**config.mk**
```make
export PLATFORM = sky130hd
export DESIGN_NAME = encoder_edge_speed_meter
export DESIGN_NICKNAME = d
export VERILOG_FILES = /design/src/rtl/eesm_pkg.sv /design/src/rtl/eesm_queue.sv /design/src/rtl/eesm_front.sv /design/src/rtl/eesm_back.sv /design/src/rtl/encoder_edge_speed_meter.sv
export VERILOG_INCLUDE_DIRS = /design/src /design/src/rtl
export SDC_FILE = /design/constraint.sdc
export NUM_CORES = 1
export LEC_CHECK = 0
export BUFFER_PORTS_ARGS = -buffer_cell sky130_fd_sc_hd__buf_2
export CORE_UTILIZATION = 41
export CTS_BUF_LIST = sky130_fd_sc_hd__clkbuf_8 sky130_fd_sc_hd__clkbuf_16
export CTS_CLUSTER_DIAMETER = 120
export DETAILED_ROUTE_END_ITERATION = 10
export PLACE_DENSITY_LB_ADDON = 0.12
export SLEW_MARGIN = 25
export SYNTH_ARGS = -nofsm -noshare
export SYNTH_HDL_FRONTEND = slang
export SYNTH_SLANG_ARGS = --single-unit
```
**constraint.sdc**
```tcl
create_clock -name clk -period 12.6 [get_ports clk]
set_input_delay 2.52 -clock clk [delete_from_list [all_inputs] [get_ports clk]]
set_output_delay 2.52 -clock clk [all_outputs]
set_load 0.005 [all_outputs]
```
**src/rtl/encoder_edge_speed_meter_defines.svh**
```systemverilog
// Assertion macros for the encoder edge speed meter.
`ifndef ENCODER_EDGE_SPEED_METER_DEFINES_SVH
`define ENCODER_EDGE_SPEED_METER_DEFINES_SVH

`ifndef NO_ASSERTIONS
`define EESM_ASSERT(name, prop, msg) \
  name: assert property (@(posedge clk) disable iff (rst) (prop)) else $error(msg);
`define EESM_ASSERT_NEXT(name, ante, cons, msg) \
  name: assert property (@(posedge clk) disable iff (rst) (ante) |=> (cons)) else $error(msg);
`else
`define EESM_ASSERT(name, prop, msg)
`define EESM_ASSERT_NEXT(name, ante, cons, msg)
`endif

`endif

```
**src/rtl/eesm_pkg.sv**
```systemverilog
package eesm_pkg;

  localparam int COUNT_WIDTH_DEFAULT = 32;
  localparam int QUEUE_DEPTH_DEFAULT = 4;
  localparam logic [31:0] SPEED_NUM_RESET = 32'd12000000;
  localparam logic [31:0] OUT_MAX = 32'hffffffff;
  localparam int DIV_STEPS = 32;

  typedef struct packed {
    logic enc_a;
    logic enc_b;
    logic index_pin;
  } in_item_t;

  typedef struct packed {
    logic [31:0] edge_total;
    logic        forward;
    logic [31:0] period_ticks;
    logic [31:0] speed_rpm;
  } out_item_t;

  typedef struct packed {
    logic [31:0] edge_total;
    logic        forward;
    logic [31:0] period_ticks;
  } edge_rec_t;

  typedef struct packed {
    logic busy;
    logic out_load;
  } back_status_t;

  typedef enum logic [1:0] {
    DIV_IDLE,
    DIV_RUN,
    DIV_DONE
  } div_state_t;

endpackage

```
**src/rtl/eesm_queue.sv**
```systemverilog
module eesm_queue
  import eesm_pkg::*;
#(
  parameter int DEPTH = QUEUE_DEPTH_DEFAULT
) (
  input  logic      clk,
  input  logic      rst,
  input  logic      push,
  input  edge_rec_t push_data,
  output logic      space,
  input  logic      pop,
  output logic      valid,
  output edge_rec_t pop_data
);

  localparam int AddrW = (DEPTH > 1) ? $clog2(DEPTH) : 1;
  localparam int CountW = $clog2(DEPTH + 1);

  edge_rec_t         slots [DEPTH];
  logic [AddrW-1:0]  wr_ptr;
  logic [AddrW-1:0]  rd_ptr;
  logic [CountW-1:0] count;

  assign space    = (count != CountW'(DEPTH));
  assign valid    = (count != '0);
  assign pop_data = slots[rd_ptr];

  always_ff @(posedge clk) begin
    if (push) begin
      slots[wr_ptr] <= push_data;
    end
  end

  always_ff @(posedge clk) begin
    if (rst) begin
      wr_ptr <= '0;
      rd_ptr <= '0;
      count  <= '0;
    end else begin
      if (push) begin
        wr_ptr <= (wr_ptr == AddrW'(DEPTH - 1)) ? '0 : wr_ptr + AddrW'(1);
      end
      if (pop) begin
        rd_ptr <= (rd_ptr == AddrW'(DEPTH - 1)) ? '0 : rd_ptr + AddrW'(1);
      end
      if (push && !pop) begin
        count <= count + CountW'(1);
      end else if (pop && !push) begin
        count <= count - CountW'(1);
      end
    end
  end

endmodule

```
**src/rtl/eesm_front.sv**
```systemverilog
module eesm_front
  import eesm_pkg::*;
#(
  parameter int COUNT_WIDTH = COUNT_WIDTH_DEFAULT
) (
  input  logic      clk,
  input  logic      rst,
  input  logic      accept,
  input  in_item_t  item,
  output logic      push,
  output edge_rec_t push_data
);

  localparam int WideW = (COUNT_WIDTH > 32) ? COUNT_WIDTH : 32;

  logic                   last_a;
  logic [COUNT_WIDTH-1:0] ticks;
  logic [31:0]            edge_counter;
  logic [COUNT_WIDTH-1:0] ticks_inc;
  logic [WideW-1:0]       ticks_wide;
  logic [31:0]            edge_counter_next;
  logic                   is_edge;

  assign is_edge    = (item.enc_a != last_a);
  assign ticks_inc  = (ticks == '1) ? ticks : ticks + COUNT_WIDTH'(1);
  assign ticks_wide = WideW'(ticks_inc);
  assign edge_counter_next = item.index_pin ? '0 : edge_counter + 32'd1;

  assign push                   = accept && is_edge;
  assign push_data.edge_total   = edge_counter_next;
  assign push_data.forward      = item.enc_b;
  assign push_data.period_ticks = (ticks_wide > WideW'(OUT_MAX)) ? OUT_MAX : ticks_wide[31:0];

  always_ff @(posedge clk) begin
    if (rst) begin
      last_a       <= 1'b0;
      ticks        <= '0;
      edge_counter <= '0;
    end else if (accept) begin
      last_a <= item.enc_a;
      if (is_edge) begin
        ticks        <= '0;
        edge_counter <= edge_counter_next;
      end else begin
        ticks <= ticks_inc;
      end
    end
  end

endmodule

```
**src/rtl/eesm_back.sv**
```systemverilog
module eesm_back
  import eesm_pkg::*;
(
  input  logic         clk,
  input  logic         rst,
  input  logic         cfg_we,
  input  logic [31:0]  cfg_wdata,
  input  logic         q_valid,
  input  edge_rec_t    q_data,
  output logic         q_pop,
  output logic         out_valid,
  input  logic         out_ready,
  output out_item_t    out_data,
  output back_status_t status
);

  localparam int StepW = $clog2(DIV_STEPS);

  div_state_t       state;
  div_state_t       state_next;
  logic [31:0]      speed_numerator;
  edge_rec_t        job;
  logic [31:0]      quot;
  logic [31:0]      rem;
  logic [StepW-1:0] step;
  logic [32:0]      trial;
  logic [32:0]      shifted;
  logic             last_step;
  logic             load_out;

  assign shifted   = {rem, quot[31]};
  assign trial     = shifted - {1'b0, job.period_ticks};
  assign last_step = (step == StepW'(DIV_STEPS - 1));

  always_comb begin
    state_next = state;
    case (state)
      DIV_IDLE: if (q_valid) state_next = DIV_RUN;
      DIV_RUN:  if (last_step) state_next = DIV_DONE;
      DIV_DONE: if (!out_valid || out_ready) state_next = DIV_IDLE;
      default:  state_next = DIV_IDLE;
    endcase
  end

  always_comb begin
    q_pop    = 1'b0;
    load_out = 1'b0;
    case (state)
      DIV_IDLE: q_pop = q_valid;
      DIV_RUN:  ;
      DIV_DONE: load_out = !out_valid || out_ready;
      default:  ;
    endcase
  end

  assign status.busy     = (state != DIV_IDLE);
  assign status.out_load = load_out;

  always_ff @(posedge clk) begin
    if (rst) begin
      state           <= DIV_IDLE;
      speed_numerator <= SPEED_NUM_RESET;
      out_valid       <= 1'b0;
      step            <= '0;
    end else begin
      state <= state_next;
      if (cfg_we) begin
        speed_numerator <= cfg_wdata;
      end
      if (load_out) begin
        out_valid <= 1'b1;
      end else if (out_ready) begin
        out_valid <= 1'b0;
      end
      if (q_pop) begin
        step <= '0;
      end else if (state == DIV_RUN) begin
        step <= step + StepW'(1);
      end
    end
  end

  // restoring divide, one quotient bit per cycle
  always_ff @(posedge clk) begin
    if (q_pop) begin
      job  <= q_data;
      quot <= speed_numerator;
      rem  <= '0;
    end else if (state == DIV_RUN) begin
      if (!trial[32]) begin
        rem  <= trial[31:0];
        quot <= {quot[30:0], 1'b1};
      end else begin
        rem  <= shifted[31:0];
        quot <= {quot[30:0], 1'b0};
      end
    end
  end

  always_ff @(posedge clk) begin
    if (load_out) begin
      out_data.edge_total   <= job.edge_total;
      out_data.forward      <= job.forward;
      out_data.period_ticks <= job.period_ticks;
      out_data.speed_rpm    <= quot;
    end
  end

endmodule

```
**src/rtl/encoder_edge_speed_meter.sv**
```systemverilog
// Encoder edge speed meter.
// in_valid/in_ready/in_data: one sample of A, B and index per transfer,
// normally one every clock. A change of A against the previous sample
// produces one result: edge count, direction, period and rpm.
// out_valid/out_ready/out_data: one transfer per A edge, in order.
// cfg_we/cfg_wdata: write speed_numerator (reset 12000000); the user must
// write it only while idle, which the block does not enforce. Samples are
// taken one per cycle while the edge queue has room. Each edge is queued,
// then a bit-serial divider loads it, forms the quotient one bit per cycle
// and places the result in the output register. The divider handles one
// edge at a time, so later edges wait in the queue; samples wait only
// while the edge queue is full.
// When the receiver stalls, the divider holds its result, the queue fills
// and in_ready drops once the queue is full.
// Reset (rst, synchronous) clears the tick counter, edge count, last A
// level, queue and output valid, and restores the numerator.
module encoder_edge_speed_meter
  import eesm_pkg::*;
#(
  parameter int COUNT_WIDTH = COUNT_WIDTH_DEFAULT,
  parameter int QUEUE_DEPTH = QUEUE_DEPTH_DEFAULT
) (
  input  logic        clk,
  input  logic        rst,
  input  logic        in_valid,
  output logic        in_ready,
  input  in_item_t    in_data,
  output logic        out_valid,
  input  logic        out_ready,
  output out_item_t   out_data,
  input  logic        cfg_we,
  input  logic [31:0] cfg_wdata
);

`include "encoder_edge_speed_meter_defines.svh"

  logic         push;
  edge_rec_t    push_data;
  logic         q_space;
  logic         q_pop;
  logic         q_valid;
  edge_rec_t    q_data;
  back_status_t back_status;

  assign in_ready = q_space;

  eesm_front #(
    .COUNT_WIDTH(COUNT_WIDTH)
  ) u_front (
    .clk      (clk),
    .rst      (rst),
    .accept   (in_valid && in_ready),
    .item     (in_data),
    .push     (push),
    .push_data(push_data)
  );

  eesm_queue #(
    .DEPTH(QUEUE_DEPTH)
  ) u_queue (
    .clk      (clk),
    .rst      (rst),
    .push     (push),
    .push_data(push_data),
    .space    (q_space),
    .pop      (q_pop),
    .valid    (q_valid),
    .pop_data (q_data)
  );

  eesm_back u_back (
    .clk      (clk),
    .rst      (rst),
    .cfg_we   (cfg_we),
    .cfg_wdata(cfg_wdata),
    .q_valid  (q_valid),
    .q_data   (q_data),
    .q_pop    (q_pop),
    .out_valid(out_valid),
    .out_ready(out_ready),
    .out_data (out_data),
    .status   (back_status)
  );

  `EESM_ASSERT(a_pop_has_data, !q_pop || q_valid, "pop from empty edge queue")
  `EESM_ASSERT_NEXT(a_pop_starts_div, q_pop, back_status.busy, "divider idle after pop")
  `EESM_ASSERT_NEXT(a_load_sets_valid, back_status.out_load, out_valid, "result not presented")

endmodule
```
-- Yosys cells after proc, flatten, opt, wreduce, memory -nomap -nowiden
Memory sizes are Yosys's and may differ from the RTL's. A register that Yosys moved wholly into a read port is not among the register bits.
Cells that the tools add are included.
- flip-flop bits (word level): 273
- latch bits: 0
- RAM bits: 260
- ROM bits: 0
- bits of input ports: 40
- memories: 1
- memory list (name ; words ; bits a word ; read ports ; clocked after memory_dff ; write ports ; RTL line ; RTL):
    u_queue.slots ; 4 ; 65 ; 1 ; 1 ; 1 ; eesm_queue.sv:19 ; edge_rec_t slots [DEPTH];
- add/sub/neg operators: 8
- $mul: 0
- divide/modulo/power cells: 0
- $lt $le $gt $ge: 1
- eq/ne operators: 11
- shift-type cells: 0
- multiplexer cells: 22
- bitwise logic cells: 0
- reduce and logical (&&, ||, !) cells: 16
- operator list (operator ; count):
    $mux W32 ; 7
    $add A32 B1 Y32 const B ; 2
    $sub A33 B32 Y33 ; 1
    $eq A32 B32 Y1 const B ; 1
    $gt A32 B32 Y1 const B ; 1
    $mux W2 ; 5
    $mux W1 ; 7
    $eq A2 B2 Y1 const B ; 3
    $mux W3 ; 2
    $ne A2 B1 Y1 const B ; 3
    $pmux W2 S3 ; 1
    $reduce_bool A2 Y1 ; 3
    $add A5 B1 Y5 const B ; 1
    $eq A5 B5 Y1 const B ; 1
    $add A2 B1 Y2 const B ; 2
    $logic_and A1 B1 Y1 ; 4
    $add A3 B1 Y3 const B ; 1
    $logic_not A1 Y1 ; 3
    $ne A3 B3 Y1 const B ; 1
    $reduce_and A3 Y1 ; 1
    $reduce_bool A3 Y1 ; 1
    $sub A3 B1 Y3 const B ; 1
    $eq A2 B1 Y1 const B ; 1
    $logic_not A2 Y1 ; 1
    other kinds (4) ; 4

-- Longest topological paths before layout
Gate-level depths: netlist of run 1.
- word-level depth: 7
- gate-level depth with buffers: 13
- depth with buffers taken out: 12

-- Hierarchy
A second synthesis of run 1 with hierarchy kept.
- cells, all modules: 1835
- area total of the unflattened synthesis: 25411.9 µm²
- modules (own cells, without submodules) (module ; times used ; cells an instance ; area each (µm²)):
    eesm_back ; 1 ; 825 ; 11031.8
    eesm_queue ; 1 ; 384 ; 9865.7
    eesm_front ; 1 ; 625 ; 4508.1
    encoder_edge_speed_meter ; 1 ; 1 ; 6.3

-- Worst setup path before layout of run 1
Ideal clock, no wire load.
- path kind: input port to flip-flop
- from: in out_ready
- to: reg u_back.out_data[0] (netlist name)
- setup time: 0.565 ns
- arrival time: 6.945 ns
- required time: 12.035 ns
- path slack: 5.090 ns
- stages: 2
- buffers on the path: 0
- path through: nand2b_1 nor2b_1
- cells in the longest elaborated chain, start to end: 2
- RTL lines (what ; RTL line ; RTL):
    start: declaration ; encoder_edge_speed_meter.sv:29 ; input logic out_ready,
    $logic_or A1 B1 Y1 ; eesm_back.sv:51 ; DIV_DONE: load_out = !out_valid || out_ready;
    $mux W1 ; eesm_back.sv:48 ; case (state)
    net u_back.load_out ; eesm_back.sv:29 ; logic load_out;
The timed path passes the listed nets, and every way through them passes these cells.
A chain may end at the register's enable or synchronous reset.

-- Final worst setup path of run 1
- from: in in_valid
- to: mem u_queue.slots[1][18] (netlist bit), enable pin
- cells in the longest elaborated chain, start to end: 4
- RTL lines (what ; RTL line ; RTL):
    start: declaration ; encoder_edge_speed_meter.sv:25 ; input logic in_valid,
    $logic_and A1 B1 Y1 ; encoder_edge_speed_meter.sv:52 ; .accept (in_valid && in_ready),
    $logic_and A1 B1 Y1 ; eesm_front.sv:29 ; assign push = accept && is_edge;
    $mux W1 ; eesm_queue.sv:29 ; if (push) begin
    $mux W1 (implied by the code) ; eesm_queue.sv:30 ; slots[wr_ptr] <= push_data;
    end: declaration ; eesm_queue.sv:19 ;
No other way between the ends.

==> results.md, run 1 <==
- Leakage Power: roughly 10 nW
- H-tree depth reported by CTS: 3
- Placer Congestion: roughly 0.81
- Synth top area cells: edfxtp_1 56%, dfxtp_1 12%, mux4_2 6.0%
- Layout cells sized above 1: 0.178
- PortBufs: around 140
- Worst Hold Path Cells: 0
- #FFs+latches synth: 598
- CP Launch Type: primary input
- Post-Syn Instances: around 1700
- Ant diodes: 0
- Yosys top cell area share: 0.561
- Worst slew margin: 0.341
- Unrepaired setup endpoints after global routing: false
- Synth area leader: edfxtp_1
- Pre-CTS setup slack: between 7 and 8 ns
- Internal reg-to-reg setup slack: around 8.8 ns
- Max-cap viol count: 0
- CTS clock-pin slew for the worst setup and hold paths: 0.06 ns
- TritonRoute pass-1 iters: 5
- Setup TNS: 0 ns
- Crit path DAT: approximately 4.7 ns
- Final routed DRC violation total: 0
- Outcome: finished clean
- Number of global-route vias before repair: 14290
- Async SR Flop Fraction: 0
- Pwr/cell area: about 200 mW/mm^2
- Main flop type after synthesis: edfxtp_1
- Die Area: approximately 0.060 mm^2
- Yosys cell types: 71
- Worst Setup End Kind: flip-flop
- Fin worst setup slack: just over 8 ns
- Inst Count DP: ~2600
- FF-to-FF Start: u_back.quot[31]$_DFFE_PP_
- Initial Util: 0.418
- Fin. Hold Viols: 0
- Util after Layout: 0.481
- Hold Path Class: reg -> reg
- Post-synth EDFFs: 454
- Filler Cell Count: slightly above 5000
- Combinational share of power: 0.180
- Final min period: around 4.5 ns
- GRT Util Overall: 0.172
- Maximum vdd drop: approximately 0.00012 V
- Site Rows: 88
- First-iteration detailed-routing DRC count: slightly below 900
- Worst Reg-to-Reg Cells: 13
- Vias: approximately 14000
- Post-CTS Hold Fix Bufs: 0
- DP Area: approximately 0.026 mm^2
- CTS Buffer Depth: 3
- Final std cells w/o fill: between 2000 and 3000
- Sink Count: ~600
- Worst flop-to-flop path endpoint: u_back.rem[16]$_SDFFE_PP0P_
- Final count of pins violating max slew: 0
- Syn Area/Cell: approximately 14 um^2
- Flop pwr share: 0.480
- Final setup fails: 0
- Critical Setup Path Class: in -> reg
- Sw Pwr: 1.55 mW
- Fin area: roughly 0.028 mm^2
- Chip Height: roughly 250 um
- DRT antenna net count: 0
- Slew @ Worst Pin: 0.988 ns
- First-pass GRT wire length: between 80000 and 90000 um
- Hold path endpoint: u_back.out_data[68]$_DFFE_PP_
- Sequential share of the synthesized area: 0.679
- Clock group share of total power: 0.340
- Chip width: about 250 um
- Hold_ws: 0.409 ns
- Internal: between 4 and 5 mW
- Final wirelength: ~51000 um
- Initial antenna violation count: 3
- Core Area: 0.0581 mm^2
- Worst Skew: between 0.02 and 0.025 ns
- Max Freq: ~220 MHz
- Most common cell after layout, fill and taps aside: edfxtp_1
- CTS resizes: 0
- CTS buffer count: 66
- Largest net degree at the start of global routing: 82
- Setup Buffers After CTS: 0
- IO Count: between 100 and 150
- Clk_lat worst skew: 0.59 ns
- Final Cycle Share: 0.357
- TritonCTS clock tree: done
- Count of warnings emitted by yosys: 0
- Area grow syn2layout: 15.0%
- Worst Path Required: 12.81 ns
- Routed vias/inst: 5.20
- Synthesized area: between 0.02 and 0.025 mm^2
- Final net count: ~2000
- Overall power: 5.56 mW
- Synth Net Count: between 1500 and 2000
- GRT overflow: 0
- Hold_sp: u_back.job[36]$_DFFE_PP_
- Most frequent cells in the layout: 454 x edfxtp_1, 247 x nand2_1, 142 x dfxtp_1
- Root Driver: clkbuf_16
- HPWL after detailed placement: between 30000 and 40000 um
- Max FO, Critical Path: 36
- Switching part of the total: 0.279
- Routed WL per cell: roughly 19 um
==> worst max path at each step <==
stage / from / end / slack (ns) / cells past startpoint
2_1_floorplan: out_ready / u_back.out_data[0]$_DFFE_PP_ / 5.09 / 2
3_3_place_gp: in_valid / u_front.ticks[21]$_SDFFE_PP0P_ / 7.44 / 7
3_5_place_dp: in_valid / u_queue.slots[1][17]$_DFFE_PP_ / 7.45 / 4
4_1_cts: in_valid / u_queue.slots[0][13]$_DFFE_PP_ / 8.06 / 4
5_1_grt: in_valid / u_queue.slots[0][40]$_DFFE_PP_ / 7.94 / 4
6_report: in_valid / u_queue.slots[1][18]$_DFFE_PP_ / 8.10 / 4
==> worst max-delay path, cell delays in order <==
cell	delay, ns
buf_2	0.09
and2_1	0.55
and3_2	0.88
buf_4	0.62
==> cell type report <==
cell class / count / area (um^2) / share of cell area
flip-flops and latches: 598 / 16500 / 0.590
multi-input cells: 1023 / 7340 / 0.262
clock buffers: 73 / 1770 / 0.0633
well taps: 765 / 957 / 0.0342
repair buffers: 156 / 831 / 0.0297
clock inverters: 46 / 373 / 0.0133
inverters: 50 / 190 / 0.00680
==> synth_stat cells (all sizes together) (4+ instances only) <==
| library cell | n |
|---|---|
| edfxtp | 454 |
| nand2 | 247 |
| dfxtp | 144 |
| nor2 | 117 |
| a21oi | 86 |
| mux4 | 65 |
| o21ai | 63 |
| clkbuf | 56 |
| inv | 50 |
| xor2 | 49 |
| mux2i | 47 |
| ha | 42 |
| nand3 | 42 |
| xnor2 | 39 |
| nor3 | 24 |
| buf | 21 |
| and3 | 20 |
| a21o | 17 |
| nor2b | 15 |
| or3 | 15 |
| nand4 | 13 |
| a211o | 12 |
| nand2b | 11 |
| o311ai | 10 |
| and4 | 8 |
| o21a | 7 |
| a22o | 6 |
| a22oi | 6 |
| a31oi | 5 |
| nor4 | 5 |
| o31ai | 5 |
| a32oi | 4 |
| o211ai | 4 |
| o21bai | 4 |
==> power by group through the flow <==
stage | logic (mW) | clock network (mW) | registers, mW
finish | 1.00 | 1.89 | 2.67
global route | 1.12 | 2.02 | 2.70
CTS | 1.03 | 1.95 | 2.67
detailed placement | 1.02 | 0 | 2.71
global placement | 1.01 | 0 | 2.71
floorplan | 0.775 | 0 | 2.62
==> sequential cells by signal, summed over array words and instances, names as in the netlist <==
register and count:
u_back.job 65, u_back.out_data 97, u_back.out_valid 1, u_back.quot 32, u_back.rem 32, u_back.speed_numerator 32, u_back.state 2, u_back.step 5
u_front.edge_counter 32, u_front.last_a 1, u_front.ticks 32, u_queue.count 3, u_queue.rd_ptr 2, u_queue.slots 260, u_queue.wr_ptr 2
==> routing by layer <==
| layer | GRT usage | share of wire |
|---|---|---|
| met5 | 0 | 0.00061 |
| met4 | 0.0515 | 0.024 |
| met3 | 0.0307 | 0.035 |
| met2 | 0.283 | 0.48 |
| met1 | 0.232 | 0.46 |
==> cells by family (layout without fill, tap and decap cells) <==
| group | Yosys count | after routing | synth area share |
|---|---|---|---|
| and+or+nand+nor | 529 | 529 | 0.101 |
| adders and majority gates | 44 | 44 | 0.0233 |
| xor gates and xnor gates | 88 | 88 | 0.0320 |
| DFF | 598 | 598 | 0.679 |
| buffers and inverters | 127 | 325 | 0.0204 |
| muxes | 113 | 113 | 0.0800 |
| AOI/OAI and AO/OA | 249 | 249 | 0.0643 |
Power figures use the tool's default switching activity.
==> inputs of run 2 (changes only) <==
- ABC_AREA: unset -> 1
- clock period: 12.6 -> 4.29 ns (I/O delays scaled with it)
==> run 2 against run 1 <==
Net effect:
- sequential power rose to 3.1 times the previous value
- highest routed layer is now met4
- largest cell class unchanged
- core utilization down 0.42 points
- routed wire length up 30%
- setup slack worse by 6.8 ns
==> results.md, run 2 <==
- Fin. Hold Viols: 0 (unchanged)
- First-pass GRT wire length: 103000 um (+28%)
- Yosys cell types: 50 (-30%)
- Max-cap viol count: 0 (unchanged)
- Internal: 12.7 mW (+220%)
- Synth top area cells: edfxtp_1 52%, dfxtp_1 11%, nand2_1 10%
- Combinational share of power: 0.298 (+0.118)
- Chip width: 255 um (+3.8%)
- Worst Path Required: 4.79 ns (-8.02 ns)
- PortBufs: 138 (unchanged)
- Site Rows: 92 (+4.5%)
- Layout cells sized above 1: 0.116 (-0.0622)
- Sink Count: 598 (unchanged)
- Count of warnings emitted by yosys: 0 (unchanged)
- TritonCTS clock tree: done
- Final wirelength: 66700 um (+30%)
- Count leader, synth: nand2_1
- DRT antenna net count: 0 (unchanged)
- Sequential share of the synthesized area: 0.630 (-0.0489)
- Post-synth EDFFs: 454 (unchanged)
- Final min period: 3.01 ns
- Final net count: 2910 (+47%)
- Worst Skew: 0.0156 ns (-0.00748 ns)
- Critical Setup Path Class: reg -> reg
- Async SR Flop Fraction: 0 (unchanged)
- Chip Height: 255 um (+3.8%)
- Largest net degree at the start of global routing: 92 (+12%)
- Root Driver: clkbuf_16
- Switching part of the total: 0.360 (+0.0812)
- Die Area: 0.0649 mm^2 (+7.7%)
- CTS clock-pin slew for the worst setup and hold paths: 0.06 ns (about the same)
- CTS buffer count: 66 (unchanged)
- Hold Path Class: reg -> reg
- GRT Util Overall: 0.206 (+0.0341)
- Core Area: 0.0631 mm^2 (+8.5%)
- Largest Register: u_queue.slots
- Yosys top cell area share: 0.520 (-0.0404)
- Clock group share of total power: 0.288 (-0.052)
- #FFs+latches synth: 598 (unchanged)
- Worst slew margin: 0.383 (+0.0415)
- Clk_lat worst skew: 0.60 ns (about the same)
- Inst Count DP: 3604 (+39%)
- H-tree depth reported by CTS: 3 (unchanged)
- CP Launch Type: flip-flop
- Initial antenna violation count: 0 (-3)
- Initial Util: 0.415 (-0.00286)
- GRT overflow: 0 (unchanged)
- Final routed DRC violation total: 0 (unchanged)
- Area grow syn2layout: 14.8%
- Sw Pwr: 7.16 mW (+360%)
- Leakage Power: 12.3 nW (+20%)
- Pwr/cell area: 660 mW/mm^2 (+230%)
- Most common cell after layout, fill and taps aside: nand2_1
- Routed WL per cell: 17.9 um (-5.2%)
- Ant diodes: 0 (unchanged)
- Synth area leader: edfxtp_1
- Number of flip-flops in the largest register: 260 (unchanged)
- Placer Congestion: 0.916 (+13%)
- Largest regs: u_queue.slots: 260 flops, u_back.out_data: 97 flops, u_back.job: 65 flops
- Unrepaired setup endpoints after global routing: false
- Outcome: finished clean
- Slew @ Worst Pin: 0.926 ns (-0.0623 ns)
- Synth Net Count: 2778 (+52%)
- Most frequent cells in the layout: 706 x nand2_1, 454 x edfxtp_1, 300 x nor2_1
- Max FO, Critical Path: 34 (-5.6%)
- Max Freq: between 300 and 400 MHz
- Setup Buffers After CTS: 0 (unchanged)
- Final std cells w/o fill: 3726 (+37%)
- Post-Syn Instances: 2694 (+54%)
- Vias: 18672 (+32%)
- Final setup fails: 0 (unchanged)
- Crit path DAT: 3.51 ns (-1.20 ns)
- Post-CTS Hold Fix Bufs: 0 (unchanged)
- IO Count: 139 (unchanged)
- HPWL after detailed placement: 43600 um (+33%)
- Main flop type after synthesis: edfxtp_1
- Setup TNS: 0 ns (unchanged)
- Final count of pins violating max slew: 0 (unchanged)
- Synth top cells by count: 706 x nand2_1, 454 x edfxtp_1, 305 x nor2_1
- Synthesized area: 0.0262 mm^2 (+7.8%)
- Routed vias/inst: 5.01 (-3.7%)
- TritonRoute pass-1 iters: 5 (unchanged)
- First-iteration detailed-routing DRC count: 1233 (+41%)
- Syn Area/Cell: 9.73 um^2 (-30%)
- Flop pwr share: 0.414 (-0.066)
- Worst Setup End Kind: flip-flop
- CTS Buffer Depth: 3 (unchanged)
- CTS resizes: 0 (unchanged)
- Maximum vdd drop: 0.000330 V (+180%)
- Final Cycle Share: 0.702
- Number of global-route vias before repair: 17840 (+25%)
[run 2: cell count changes after synthesis, sizes merged, moves of 15 or more]
cell,change
nand3,+56
mux2i,-47
nand2,+473
and3,-19
o21ai,+132
mux4,-65
xnor2,-30
nor2,+198
a21o,-17
inv,+241
nand3b,+30
clkbuf,+27
nor2b,-15
o22ai,+63
[run 2: logic make-up (layout without fill, tap and decap cells)]
| kind of cell | after synthesis | after routing | synth area share |
|---|---|---|---|
| buffers and inverters | 397 | 583 | 0.0585 |
| AO/OA/AOI/OAI | 369 | 369 | 0.0753 |
| flip-flops | 598 | 598 | 0.630 |
| XOR/XNOR | 52 | 52 | 0.0174 |
| adder cells (fa/ha/maj) | 44 | 44 | 0.0216 |
| AND/OR/NAND/NOR | 1234 | 1234 | 0.197 |
[run 2: power groups by stage]
stage / combinational (mW) / sequential, mW / clock [mW]
6_report: 5.93 / 8.23 / 5.72
5_1_grt: 6.69 / 8.33 / 6.07
4_1_cts: 6.00 / 8.24 / 5.85
3_5_place_dp: 5.97 / 8.34 / 0
3_3_place_gp: 5.92 / 8.32 / 0
2_1_floorplan: 4.20 / 8.07 / 0
[run 2: worst paths after layout]
check,startpoint,to,slack (ns),cells past startpoint
max,u_back.quot[31]$_DFFE_PP_,u_back.rem[10]$_SDFFE_PP0P_,1.28,17
max reg2reg,u_back.quot[31]$_DFFE_PP_,u_back.rem[10]$_SDFFE_PP0P_,1.28,17
min reg2reg,u_back.job[54]$_DFFE_PP_,u_back.out_data[86]$_DFFE_PP_,0.42,0
min,u_back.job[54]$_DFFE_PP_,u_back.out_data[86]$_DFFE_PP_,0.42,0
[run 2: per-stage QoR]
| step | power [mW] | area [um^2] | hold WS, ns | utilization | worst slack [ns] |
|---|---|---|---|---|---|
| final | 19.9 | 30100 | 0.417 | 0.477 | 1.28 |
| after detailed placement | 14.3 | 27900 | 0.405 | 0.442 | 1.25 |
| after CTS | 20.1 | 30100 | 0.417 | 0.477 | 1.28 |
| after global placement | 14.2 | 27900 | 0.402 | 0.442 | 1.13 |
| after global routing | 21.1 | 30100 | 0.421 | 0.477 | 1.03 |
| after floorplan | 12.3 | 26200 | 0.400 | - | -0.415 |
[run 2: per-layer routing]
metal / up-vias / part of all wire / global-route usage / routed length, um
met5: - / 0 / 0 / 0
met4: 0 / 0.021 / 0.0602 / 1380
met3: 99 / 0.043 / 0.0278 / 2850
met2: 408 / 0.49 / 0.351 / 32700
met1: 8924 / 0.45 / 0.274 / 29700
li1: 9241 / - / - / -
[run 2: final cells by class]
class | instances | area (um^2)
fill | 5984 | 33000
sequential | 598 | 16500
multi-input combinational | 1699 | 8210
clock buffer | 78 | 1850
inverter | 294 | 1110
tap | 846 | 1060
timing repair buffer | 167 | 983
clock inverter | 44 | 364
[run 2: critical path, stage by stage, from the launching register on]
cell      delay [ns]
edfxtp_1        0.37
inv_1           0.07
ha_1            0.22
fa_1            0.43
inv_1           0.11
nand3_2         0.07
nand2_2         0.14
nand2_2         0.06
nand2_2         0.12
nand2_2         0.08
nand2_4         0.08
nand2_4         0.06
nand2_4         0.06
nand2_4         0.27
nand2_4         0.47
nand2_1         0.12
nand3_1         0.09
nand2_1         0.05
